===== src/hw/rtl/fssc_pkg.sv =====
package fssc_pkg;

    // width of the internal sequence counters and compares
    localparam int SEQ_WIDTH = 32;
    // fixed field widths
    localparam int FIELD_SEQ_W = 32;
    localparam int S_TDATA_W   = 72;
    localparam int M_TDATA_W   = 72;

    typedef logic [SEQ_WIDTH-1:0]   seq_t;
    typedef logic [FIELD_SEQ_W-1:0] field_seq_t;

    // received message type codes (7 is treated as other)
    typedef enum logic [2:0] {
        MSG_HEARTBEAT  = 3'd0,
        MSG_TEST_REQ   = 3'd1,
        MSG_RESEND_REQ = 3'd2,
        MSG_SEQ_RESET  = 3'd3,
        MSG_LOGOUT     = 3'd4,
        MSG_LOGON      = 3'd5,
        MSG_OTHER      = 3'd6
    } msg_code_t;

    typedef enum logic [2:0] {
        ACT_NONE        = 3'd0,
        ACT_REJECT      = 3'd1,
        ACT_DISCONNECT  = 3'd2,
        ACT_SEND_LOGON  = 3'd3,
        ACT_SEND_HBEAT  = 3'd4,
        ACT_RESET_SEQ   = 3'd5,
        ACT_SEND_RESEND = 3'd6,
        ACT_PROCESS_APP = 3'd7
    } action_t;

    typedef enum logic [3:0] {
        RSN_MISSING_TYPE  = 4'd0,
        RSN_MISSING_SEQ   = 4'd1,
        RSN_FIRST_NOT_LOG = 4'd2,
        RSN_LOGON         = 4'd3,
        RSN_HEARTBEAT     = 4'd4,
        RSN_TEST_REQ      = 4'd5,
        RSN_RESEND_REQ    = 4'd6,
        RSN_SEQ_RESET     = 4'd7,
        RSN_RESET_NO_NEW  = 4'd8,
        RSN_LOGOUT        = 4'd9,
        RSN_APPLICATION   = 4'd10,
        RSN_GAP           = 4'd11,
        RSN_DUP_IGNORED   = 4'd12,
        RSN_SEQ_TOO_LOW   = 4'd13,
        RSN_SENT_ACK      = 4'd14
    } reason_t;

    // one decoded input item
    typedef struct packed {
        logic       mode;
        logic       has_msg_code;
        logic [2:0] msg_code;
        logic       has_seq_num;
        field_seq_t seq_num;
        logic       has_new_seq;
        field_seq_t new_seq;
        logic       poss_dup;
    } in_item_t;

    // one result item
    typedef struct packed {
        action_t    action;
        field_seq_t action_seq;
        reason_t    reason;
        field_seq_t out_seq;
    } result_t;

    // sign-extend a field to 64 bits, then cut to the counter width
    function automatic seq_t to_seq(input field_seq_t v);
        logic [63:0] w;
        w = {{(64 - FIELD_SEQ_W){v[FIELD_SEQ_W-1]}}, v};
        return w[SEQ_WIDTH-1:0];
    endfunction

    // low field bits of a counter value, zero-filled when the counter is narrow
    function automatic field_seq_t to_field(input seq_t v);
        logic [63:0] w;
        w = 64'(v);
        return w[FIELD_SEQ_W-1:0];
    endfunction

endpackage


===== src/hw/rtl/fssc_in_reg.sv =====
module fssc_in_reg (
    input  logic              aclk,
    input  logic              aresetn,
    input  logic              in_valid,
    output logic              in_ready,
    input  fssc_pkg::in_item_t in_item,
    output logic              item_valid,
    input  logic              item_take,
    output fssc_pkg::in_item_t item
);
    import fssc_pkg::*;

    logic     valid_reg;
    logic     valid_next;
    in_item_t item_reg;

    // take a new item whenever the held one is empty or leaves this cycle
    assign in_ready   = !valid_reg || item_take;
    assign valid_next = in_ready ? in_valid : valid_reg;

    always_ff @(posedge aclk) begin
        if (!aresetn) begin
            valid_reg <= 1'b0;
        end else begin
            valid_reg <= valid_next;
        end
    end

    // payload
    always_ff @(posedge aclk) begin
        if (in_ready && in_valid) begin
            item_reg <= in_item;
        end
    end

    assign item_valid = valid_reg;
    assign item       = item_reg;

endmodule


===== src/hw/rtl/fssc_session.sv =====
module fssc_session (
    input  logic               aclk,
    input  logic               aresetn,
    input  logic               item_fire,
    input  fssc_pkg::in_item_t item,
    output fssc_pkg::result_t  result
);
    import fssc_pkg::*;

    logic      logged_on_reg;
    logic      logged_on_next;
    seq_t      expected_reg;
    seq_t      expected_next;
    seq_t      out_seq_reg;
    seq_t      out_seq_next;
    seq_t      sn;
    seq_t      ns;
    action_t   act;
    seq_t      aseq;
    reason_t   rsn;
    msg_code_t mtype;

    assign sn    = to_seq(item.seq_num);
    assign ns    = to_seq(item.new_seq);
    assign mtype = msg_code_t'(item.msg_code);

    // session decision and next state
    always_comb begin
        logged_on_next = logged_on_reg;
        expected_next  = expected_reg;
        out_seq_next   = out_seq_reg;
        act            = ACT_NONE;
        aseq           = '0;
        rsn            = RSN_SENT_ACK;
        if (item.mode) begin
            out_seq_next = out_seq_reg + seq_t'(1);
            rsn          = RSN_SENT_ACK;
        end else if (!item.has_msg_code) begin
            act = ACT_REJECT;
            rsn = RSN_MISSING_TYPE;
        end else if (!item.has_seq_num) begin
            act = ACT_REJECT;
            rsn = RSN_MISSING_SEQ;
        end else if (!logged_on_reg) begin
            if (mtype != MSG_LOGON) begin
                act = ACT_DISCONNECT;
                rsn = RSN_FIRST_NOT_LOG;
            end else begin
                logged_on_next = 1'b1;
                expected_next  = sn + seq_t'(1);
                act            = ACT_SEND_LOGON;
                aseq           = sn;
                rsn            = RSN_LOGON;
            end
        end else if (sn == expected_reg) begin
            // in order: advance, then dispatch by type
            expected_next = expected_reg + seq_t'(1);
            case (mtype)
                MSG_HEARTBEAT: begin
                    act = ACT_NONE;
                    rsn = RSN_HEARTBEAT;
                end
                MSG_TEST_REQ: begin
                    act  = ACT_SEND_HBEAT;
                    aseq = sn;
                    rsn  = RSN_TEST_REQ;
                end
                MSG_RESEND_REQ: begin
                    act  = ACT_RESET_SEQ;
                    aseq = sn;
                    rsn  = RSN_RESEND_REQ;
                end
                MSG_SEQ_RESET: begin
                    if (item.has_new_seq) begin
                        expected_next = ns;
                        act           = ACT_NONE;
                        aseq          = ns;
                        rsn           = RSN_SEQ_RESET;
                    end else begin
                        act = ACT_REJECT;
                        rsn = RSN_RESET_NO_NEW;
                    end
                end
                MSG_LOGOUT: begin
                    logged_on_next = 1'b0;
                    act            = ACT_DISCONNECT;
                    rsn            = RSN_LOGOUT;
                end
                default: begin
                    act = ACT_PROCESS_APP;
                    rsn = RSN_APPLICATION;
                end
            endcase
        end else if ($signed(sn) > $signed(expected_reg)) begin
            act  = ACT_SEND_RESEND;
            aseq = expected_reg;
            rsn  = RSN_GAP;
        end else if (item.poss_dup) begin
            act = ACT_NONE;
            rsn = RSN_DUP_IGNORED;
        end else begin
            act = ACT_DISCONNECT;
            rsn = RSN_SEQ_TOO_LOW;
        end
    end

    // session state
    always_ff @(posedge aclk) begin
        if (!aresetn) begin
            logged_on_reg <= 1'b0;
            expected_reg  <= '0;
            out_seq_reg   <= seq_t'(1);
        end else if (item_fire) begin
            logged_on_reg <= logged_on_next;
            expected_reg  <= expected_next;
            out_seq_reg   <= out_seq_next;
        end
    end

    assign result.action     = act;
    assign result.action_seq = to_field(aseq);
    assign result.reason     = rsn;
    assign result.out_seq    = to_field(out_seq_next);

endmodule


===== src/hw/rtl/fix_session_sequence_check_top.sv =====
// FIX session sequence check. Each input item is either a decoded summary of a
// received message or a notice that an outgoing message was sent, and each
// gives exactly one result item: an action, the sequence value attached to it,
// a reason code and the next outgoing sequence number. The block takes one
// item per clock cycle when the result side keeps up; an item passes an input
// register and the session logic, then its result is loaded into the result
// register as soon as that register is empty or being read. The session state
// (logged-on flag, expected incoming and next outgoing sequence numbers) is
// updated in the same cycle that the result is registered, so back-to-back
// items always see the state left by the one before. After reset the session
// is logged off and the outgoing count is 1.
module fix_session_sequence_check_top (
    input  logic                              aclk,
    input  logic                              aresetn,
    input  logic                              s_tvalid,
    output logic                              s_tready,
    // has_msg_code, msg_code[2:0], has_seq_num, seq_num[31:0], has_new_seq,
    // new_seq[31:0], poss_dup, zero fill
    input  logic [fssc_pkg::S_TDATA_W-1:0]    s_tdata,
    // mode
    input  logic                              s_tuser,
    output logic                              m_tvalid,
    input  logic                              m_tready,
    // action[2:0], action_seq[31:0], reason[3:0], out_seq[31:0], zero fill
    output logic [fssc_pkg::M_TDATA_W-1:0]    m_tdata
);
    import fssc_pkg::*;

    in_item_t in_item;
    in_item_t item;
    logic     item_valid;
    logic     item_fire;
    logic     out_load;
    result_t  result;
    result_t  result_reg;
    logic     m_valid_reg;
    logic     m_valid_next;

    // unpack the input item
    assign in_item.mode         = s_tuser;
    assign in_item.has_msg_code = s_tdata[0];
    assign in_item.msg_code     = s_tdata[3:1];
    assign in_item.has_seq_num  = s_tdata[4];
    assign in_item.seq_num      = s_tdata[36:5];
    assign in_item.has_new_seq  = s_tdata[37];
    assign in_item.new_seq      = s_tdata[69:38];
    assign in_item.poss_dup     = s_tdata[70];

    fssc_in_reg u_in_reg (
        .aclk       (aclk),
        .aresetn    (aresetn),
        .in_valid   (s_tvalid),
        .in_ready   (s_tready),
        .in_item    (in_item),
        .item_valid (item_valid),
        .item_take  (out_load),
        .item       (item)
    );

    // result register frees up when empty or taken this cycle
    assign out_load  = !m_valid_reg || m_tready;
    assign item_fire = item_valid && out_load;

    fssc_session u_session (
        .aclk      (aclk),
        .aresetn   (aresetn),
        .item_fire (item_fire),
        .item      (item),
        .result    (result)
    );

    assign m_valid_next = out_load ? item_valid : m_valid_reg;

    always_ff @(posedge aclk) begin
        if (!aresetn) begin
            m_valid_reg <= 1'b0;
        end else begin
            m_valid_reg <= m_valid_next;
        end
    end

    // result payload
    always_ff @(posedge aclk) begin
        if (item_fire) begin
            result_reg <= result;
        end
    end

    assign m_tvalid = m_valid_reg;
    assign m_tdata  = {1'b0, result_reg.out_seq, result_reg.reason,
                       result_reg.action_seq, result_reg.action};

endmodule


===== config.mk =====
export PLATFORM = sky130hd
export DESIGN_NAME = fix_session_sequence_check_top
export DESIGN_NICKNAME = d
export VERILOG_FILES = /design/src/hw/rtl/fssc_pkg.sv /design/src/hw/rtl/fssc_in_reg.sv /design/src/hw/rtl/fssc_session.sv /design/src/hw/rtl/fix_session_sequence_check_top.sv
export SDC_FILE = /design/constraint.sdc
export NUM_CORES = 1
export LEC_CHECK = 0
export BUFFER_PORTS_ARGS = -buffer_cell sky130_fd_sc_hd__buf_2
export CORE_ASPECT_RATIO = 1.1
export CORE_MARGIN = 2
export CORE_UTILIZATION = 50
export CTS_CLUSTER_SIZE = 16
export DETAILED_ROUTE_END_ITERATION = 8
export PLACE_DENSITY = 0.74
export SETUP_SLACK_MARGIN = 0.05
export SKIP_CTS_REPAIR_TIMING = 1
export SLEW_MARGIN = 20
export SYNTH_ARGS = -nofsm -noshare
export SYNTH_HDL_FRONTEND = slang
export SYNTH_SLANG_ARGS = --single-unit

===== constraint.sdc =====
create_clock -name aclk -period 3.4 [get_ports aclk]
set_clock_uncertainty 0.15 [all_clocks]
set_input_delay 0.17 -clock aclk [delete_from_list [all_inputs] [get_ports aclk]]
set_output_delay 0.17 -clock aclk [all_outputs]
set_load 0.02 [all_outputs]

Word-level counts from Yosys, hierarchy flattened
Cells that the tools add are included.
Operators by class
  add/subtract/negate cells: 3
  magnitude comparators: 1
  equal/unequal tests: 8
  muxes and demuxes: 34
  bitwise operators: 3
  reduce and logical (&&, ||, !) cells: 12
Operator list (count)
  32-bit two-way mux: 11
  32-bit by 1-bit adder with 32-bit output, second input constant: 3
  32-bit case mux with 2 select lines: 1
  32-bit == test: 1
  32-bit greater-than comparator: 1
  4-bit two-way mux: 6
  4-bit case mux with 5 select lines: 1
  3-bit case mux with 5 select lines: 1
  1-bit two-way mux: 10
  3-bit two-way mux: 3
  3-bit by 2-bit == test with 1-bit output, second input constant: 2
  6-bit AND reduction: 1
  4-bit AND reduction: 1
  2-bit OR reduction: 2
  3-bit by 1-bit == test with 1-bit output, second input constant: 1
  3-bit == test, second input constant: 1
  3-bit logical NOT: 1
  3-bit != test, second input constant: 1
  1-bit inverter: 3
  3-bit OR reduction: 1
  1-bit logical AND: 2
  1-bit logical NOT: 2
  1-bit logical OR: 2
  2-bit two-way mux: 1
  2 further kinds: 2
Storage, ports and cells
  register bits: 210
  bits of input ports: 77
  logic and storage cells: 80

Logic depth before layout (Yosys ltp)
  depth after elaboration: 6
  depth in mapped cells: 13
  gate-level depth less buffers: 9

Cells and area by module
From an unflattened synthesis, not the netlist that was laid out.
Unflattened totals
  cells, all modules: 1034
  area, all modules: 10918.0 µm²
Modules (own cells, without submodules)
  fssc_session: instances 1, cells each 879, area each 6497.5 µm², sequential area each 1301.2 µm²
  fssc_in_reg: instances 1, cells each 77, area each 2219.6 µm², sequential area each 2182.1 µm²
  fix_session_sequence_check_top: instances 1, cells each 78, area each 2200.9 µm², sequential area each 2152.1 µm²

Worst setup path before layout
Ideal clock, no wire load.
  path type: register -> register
  start: register m_valid_reg, in the netlist m_tvalid
  end: register u_session.out_seq_reg[26]
  arrival time: 3467 ps
  required time: 3122 ps
  slack: -345 ps
  cell stages (with the launch flop): 7
  path buffers: 1
  period minus slack after synthesis: 3745 ps
  path through: dfxtp_1 > and2b_2 > nand2b_1 > clkinv_1 > clkbuf_1 > nand3_1 > mux2i_1
On the way
  word-level cells in the longest chain between the ends: 3
RTL lines
  start, declared: line fix_session_sequence_check_top.sv:36  | logic m_valid_reg;
  start signal, assigned: line fix_session_sequence_check_top.sv:78  | m_valid_reg <= m_valid_next;
  1-bit logical NOT: line fix_session_sequence_check_top.sv:61  | assign out_load = !m_valid_reg || m_tready;
  1-bit logical OR: line fix_session_sequence_check_top.sv:61
  1-bit logical AND: line fix_session_sequence_check_top.sv:62  | assign item_fire = item_valid && out_load;
  via item_fire: line fix_session_sequence_check_top.sv:32  | logic item_fire;
  end signal, assigned: line fssc_session.sv:112  | out_seq_reg <= seq_t'(1);
  end signal, assigned: line fssc_session.sv:116  | out_seq_reg <= out_seq_next;
  end, declared: line fssc_session.sv:14  | seq_t out_seq_reg;
The timed path passes the listed nets, and every way through them passes these cells.
A chain may end at the register's enable or synchronous reset.

Worst setup path in the final report
  start: register u_in_reg.item_reg (netlist bit u_in_reg.item[65])
  end: register result_reg (netlist bit m_tdata[12]) (data pin)
On the way
  word-level cells in the longest chain between the ends: 4
  elaborated cells on any way between the ends: 5
RTL lines
  start, declared: line fssc_in_reg.sv:15  | in_item_t item_reg;
  start signal, assigned: line fssc_in_reg.sv:32  | item_reg <= in_item;
  32-bit greater-than comparator: line fssc_session.sv:94  | end else if ($signed(sn) > $signed(expected_reg)) begin
  32-bit two-way mux: line fssc_session.sv:94
  32-bit two-way mux *: line fssc_session.sv:55  | end else if (sn == expected_reg) begin
  32-bit two-way mux *: line fssc_session.sv:44  | end else if (!logged_on_reg) begin
  end signal, assigned: line fix_session_sequence_check_top.sv:85  | result_reg <= result;
  end, declared: line fix_session_sequence_check_top.sv:35  | result_t result_reg;
Mark *: on every way between the ends. The rest lies on a longest branch, timed or not.

==> impl_metrics.json <==
{
  "status": "complete, but fails checks",
  "violations": "negative hold slack",
  "cts_tree": "done",
  "synth_commonest_cells": "edfxtp_1 (143), nand2_1 (141), nor2_1 (82), dfxtp_1 (67)",
  "ir_drop_mv": 0.371,
  "drt-pass1-iter-count": 5,
  "crit_type": "flip-flop to flip-flop",
  "comb_power_share_pct": 7.8,
  "setup_viol": 0,
  "synth.area.top_cells": "edfxtp_1 (40%), dfxtp_1 (13%), xnor2_1 (5.4%), nand2_1 (4.9%), ha_1 (4.1%)",
  "antenna_found_initial": 0,
  "n_fill_cell": 1689,
  "synth_top_area_share_pct": 40.1,
  "maxCapViolations": 0,
  "ys_ff_latch": 210,
  "path_buf_inv": 1,
  "synth_cell_types": 65,
  "vias": 8876,
  "worst_pin_slew_ns": 1.04,
  "path_delay_family": "simple AND/OR/NAND/NOR gates",
  "port_buffers": 148,
  "synth_area_per_cell_um2": 10.1,
  "crit_chain": "ha_1, nand4_1, nor4_1, and2_1, a41oi_1, nor2_2, buf_12, a22oi_1, o21ai_0",
  "synth_edf_count": 143,
  "synth_area_leader_cell": "edfxtp_1",
  "critPathCaptureType": "flip-flop",
  "synth_fp_nets": 1171,
  "num_antenna_cells": 0,
  "cts_buffer_depth": 3,
  "timing.setup.tns_ns": 0,
  "finalCritPeriodShare_pct": 92.3,
  "nNetsFinal": 1398,
  "yosys_most_used_dff": "edfxtp_1",
  "yosys_warnings": 0,
  "slowest_delay_ns": 0.45,
  "via_per_inst": 5.58,
  "grt.total_usage_pct": 22.4,
  "clk_pin_slew_ns": 0.06,
  "power.leakage_nw": 4.77,
  "syn_to_final_growth_pct": 24.7,
  "cts_root_buf": "clkbuf_16",
  "clockPowerShare_pct": 41.8,
  "p_per_area_nw_per_um2": 432,
  "syn-cell-area_um2": 10700,
  "final_antenna_net_count": 0,
  "die_w_um": 144,
  "ctsHtreeMaxLevel": 1,
  "critPathSlowestCell": "edfxtp_1",
  "cp_max_fo": 31,
  "drtIter0Drc": 657,
  "slew_headroom_pct": 30.6,
  "internal_power_w": 0.00446,
  "placed_area_um2": 11900,
  "remaining_drc_errors": 0,
  "post-dp-hpwl_um": 17500,
  "drive_gt1_share_pct": 18.8,
  "p_sw_share_pct": 22.6,
  "yosysSeqAreaShare_pct": 52.6,
  "place_congestion": 0.873,
  "yosysMostFrequentCell": "edfxtp_1",
  "hold_viol": 1,
  "p_switching_w": 0.00130,
  "numCtsBuffers": 22,
  "fin_cells": 1592,
  "rsz0062_at_grt": "yes",
  "start_util_pct": 50.6,
  "async_reset_ff_share_pct": 0,
  "clock_sinks": 210,
  "slew_viol_final": 0,
  "hold_path_class": "primary input to flip-flop",
  "timing.hold.ws_ns": -0.00596,
  "grt_pass1_wl_um": 40200,
  "row_count": 56,
  "syn-instance-count": 1059,
  "power_frac_seq_pct": 50.3,
  "core-area_um2": 21200,
  "wl_per_cell_um": 17.2,
  "clk-insertion-delay-late_ns": 0.51,
  "worstSetupStartpointType": "flip-flop",
  "fin_crit_ns": 3.14,
  "grt_remaining_overflow": 0,
  "stdcell_area_um2": 13400,
  "dieArea_um2": 22600,
  "worstPathArrival_ns": 3.30,
  "grt_start_max_net_pins": 79,
  "largest_register_ffs": 72,
  "ios": 151,
  "wl_um": 27400,
  "dp_cells": 1478,
  "critPathRequiredTime_ns": 3.56,
  "grt_pass1_vias": 8147,
  "fmax_ghz": 0.319,
  "power.total_w": 0.00576,
  "die_h_um": 157
}
## per-stage QoR
step,util [%],setup WS [ns]
after floorplan,-,0.304
after global placement,56.2,0.287
after detailed placement,56.2,0.205
after CTS,59.6,0.166
after global routing,63.1,0.0421
final,63.1,0.263
## cell usage in the layout (no fill, tap or decap), drive strengths merged, types with 4 or more instances in the layout
cell / Yosys / routed
a21oi: 54 / 54
and4: 7 / 7
xnor2: 66 / 66
a211oi: 9 / 9
a31oi: 7 / 7
ha: 35 / 35
nand3: 40 / 40
nand4: 30 / 30
edfxtp: 143 / 143
clkinv: 1 / 9
inv: 41 / 41
nand2b: 4 / 4
xor2: 40 / 40
or2: 4 / 4
dlygate4sd3: 0 / 74
o221a: 5 / 5
or3: 13 / 13
a22oi: 10 / 10
nand2: 141 / 141
nor2: 82 / 82
mux2i: 5 / 5
clkbuf: 38 / 30
and3: 17 / 17
o21ai: 68 / 68
and2: 9 / 9
a21o: 4 / 4
buf: 15 / 182
dfxtp: 67 / 67
nor4: 13 / 13
o211ai: 38 / 38
nor3: 20 / 20
## power by group through the flow
stage,Combinational [W],Sequential [W],Clock [W]
final,0.000451,0.00290,0.00241
after detailed placement,0.000379,0.00295,0
after global placement,0.000372,0.00295,0
after CTS,0.000380,0.00290,0.00244
after global routing,0.000493,0.00291,0.00255
after floorplan,0.000165,0.00300,0
## worst min-delay path, stage by stage
cell and delay (ns):
buf_2 0.10, and2b_2 0.23, nor2_1 0.04, nor2_1 0.07
## layer usage
layer	track usage (%)	wire length, um
met1	27.2	11200
met2	40.0	13800
met3	3.35	1640
met4	8.26	828
met5	0	0
## kinds of logic after synthesis
logic type      share of synthesized area, %
simple gates                            17.5
buf+inv                                 3.64
xor+xnor                                8.67
mux                                    0.783
compound gates                          12.6
flops                                   52.6
other cells                           0.0350
fa+ha+maj                               4.09
## cell type report
class | count | area [um2] | share of cell area (%)
Clock buffer | 30 | 623 | 4.67
Clock inverter | 10 | 96.3 | 0.722
Inverter | 42 | 159 | 1.19
Multi-Input combinational cell | 754 | 4700 | 35.2
Sequential cell | 210 | 5640 | 42.2
Tap cell | 290 | 363 | 2.72
Timing Repair Buffer | 256 | 1770 | 13.3
## path summary, 6_finish.rpt
check / from / end / slack (ns) / depth (start not counted)
worst max-delay path: u_in_reg.item[65] / m_tdata[12] / 0.26 / 9
worst min-delay path: m_tready / m_tvalid / -0.006 / 4
worst max register to register: u_in_reg.item[65] / m_tdata[12] / 0.26 / 9
worst min register to register: u_session.expected_reg[8] / u_session.expected_reg[8] / 0.34 / 2
Note: power is estimated with default switching activity, not from simulation.
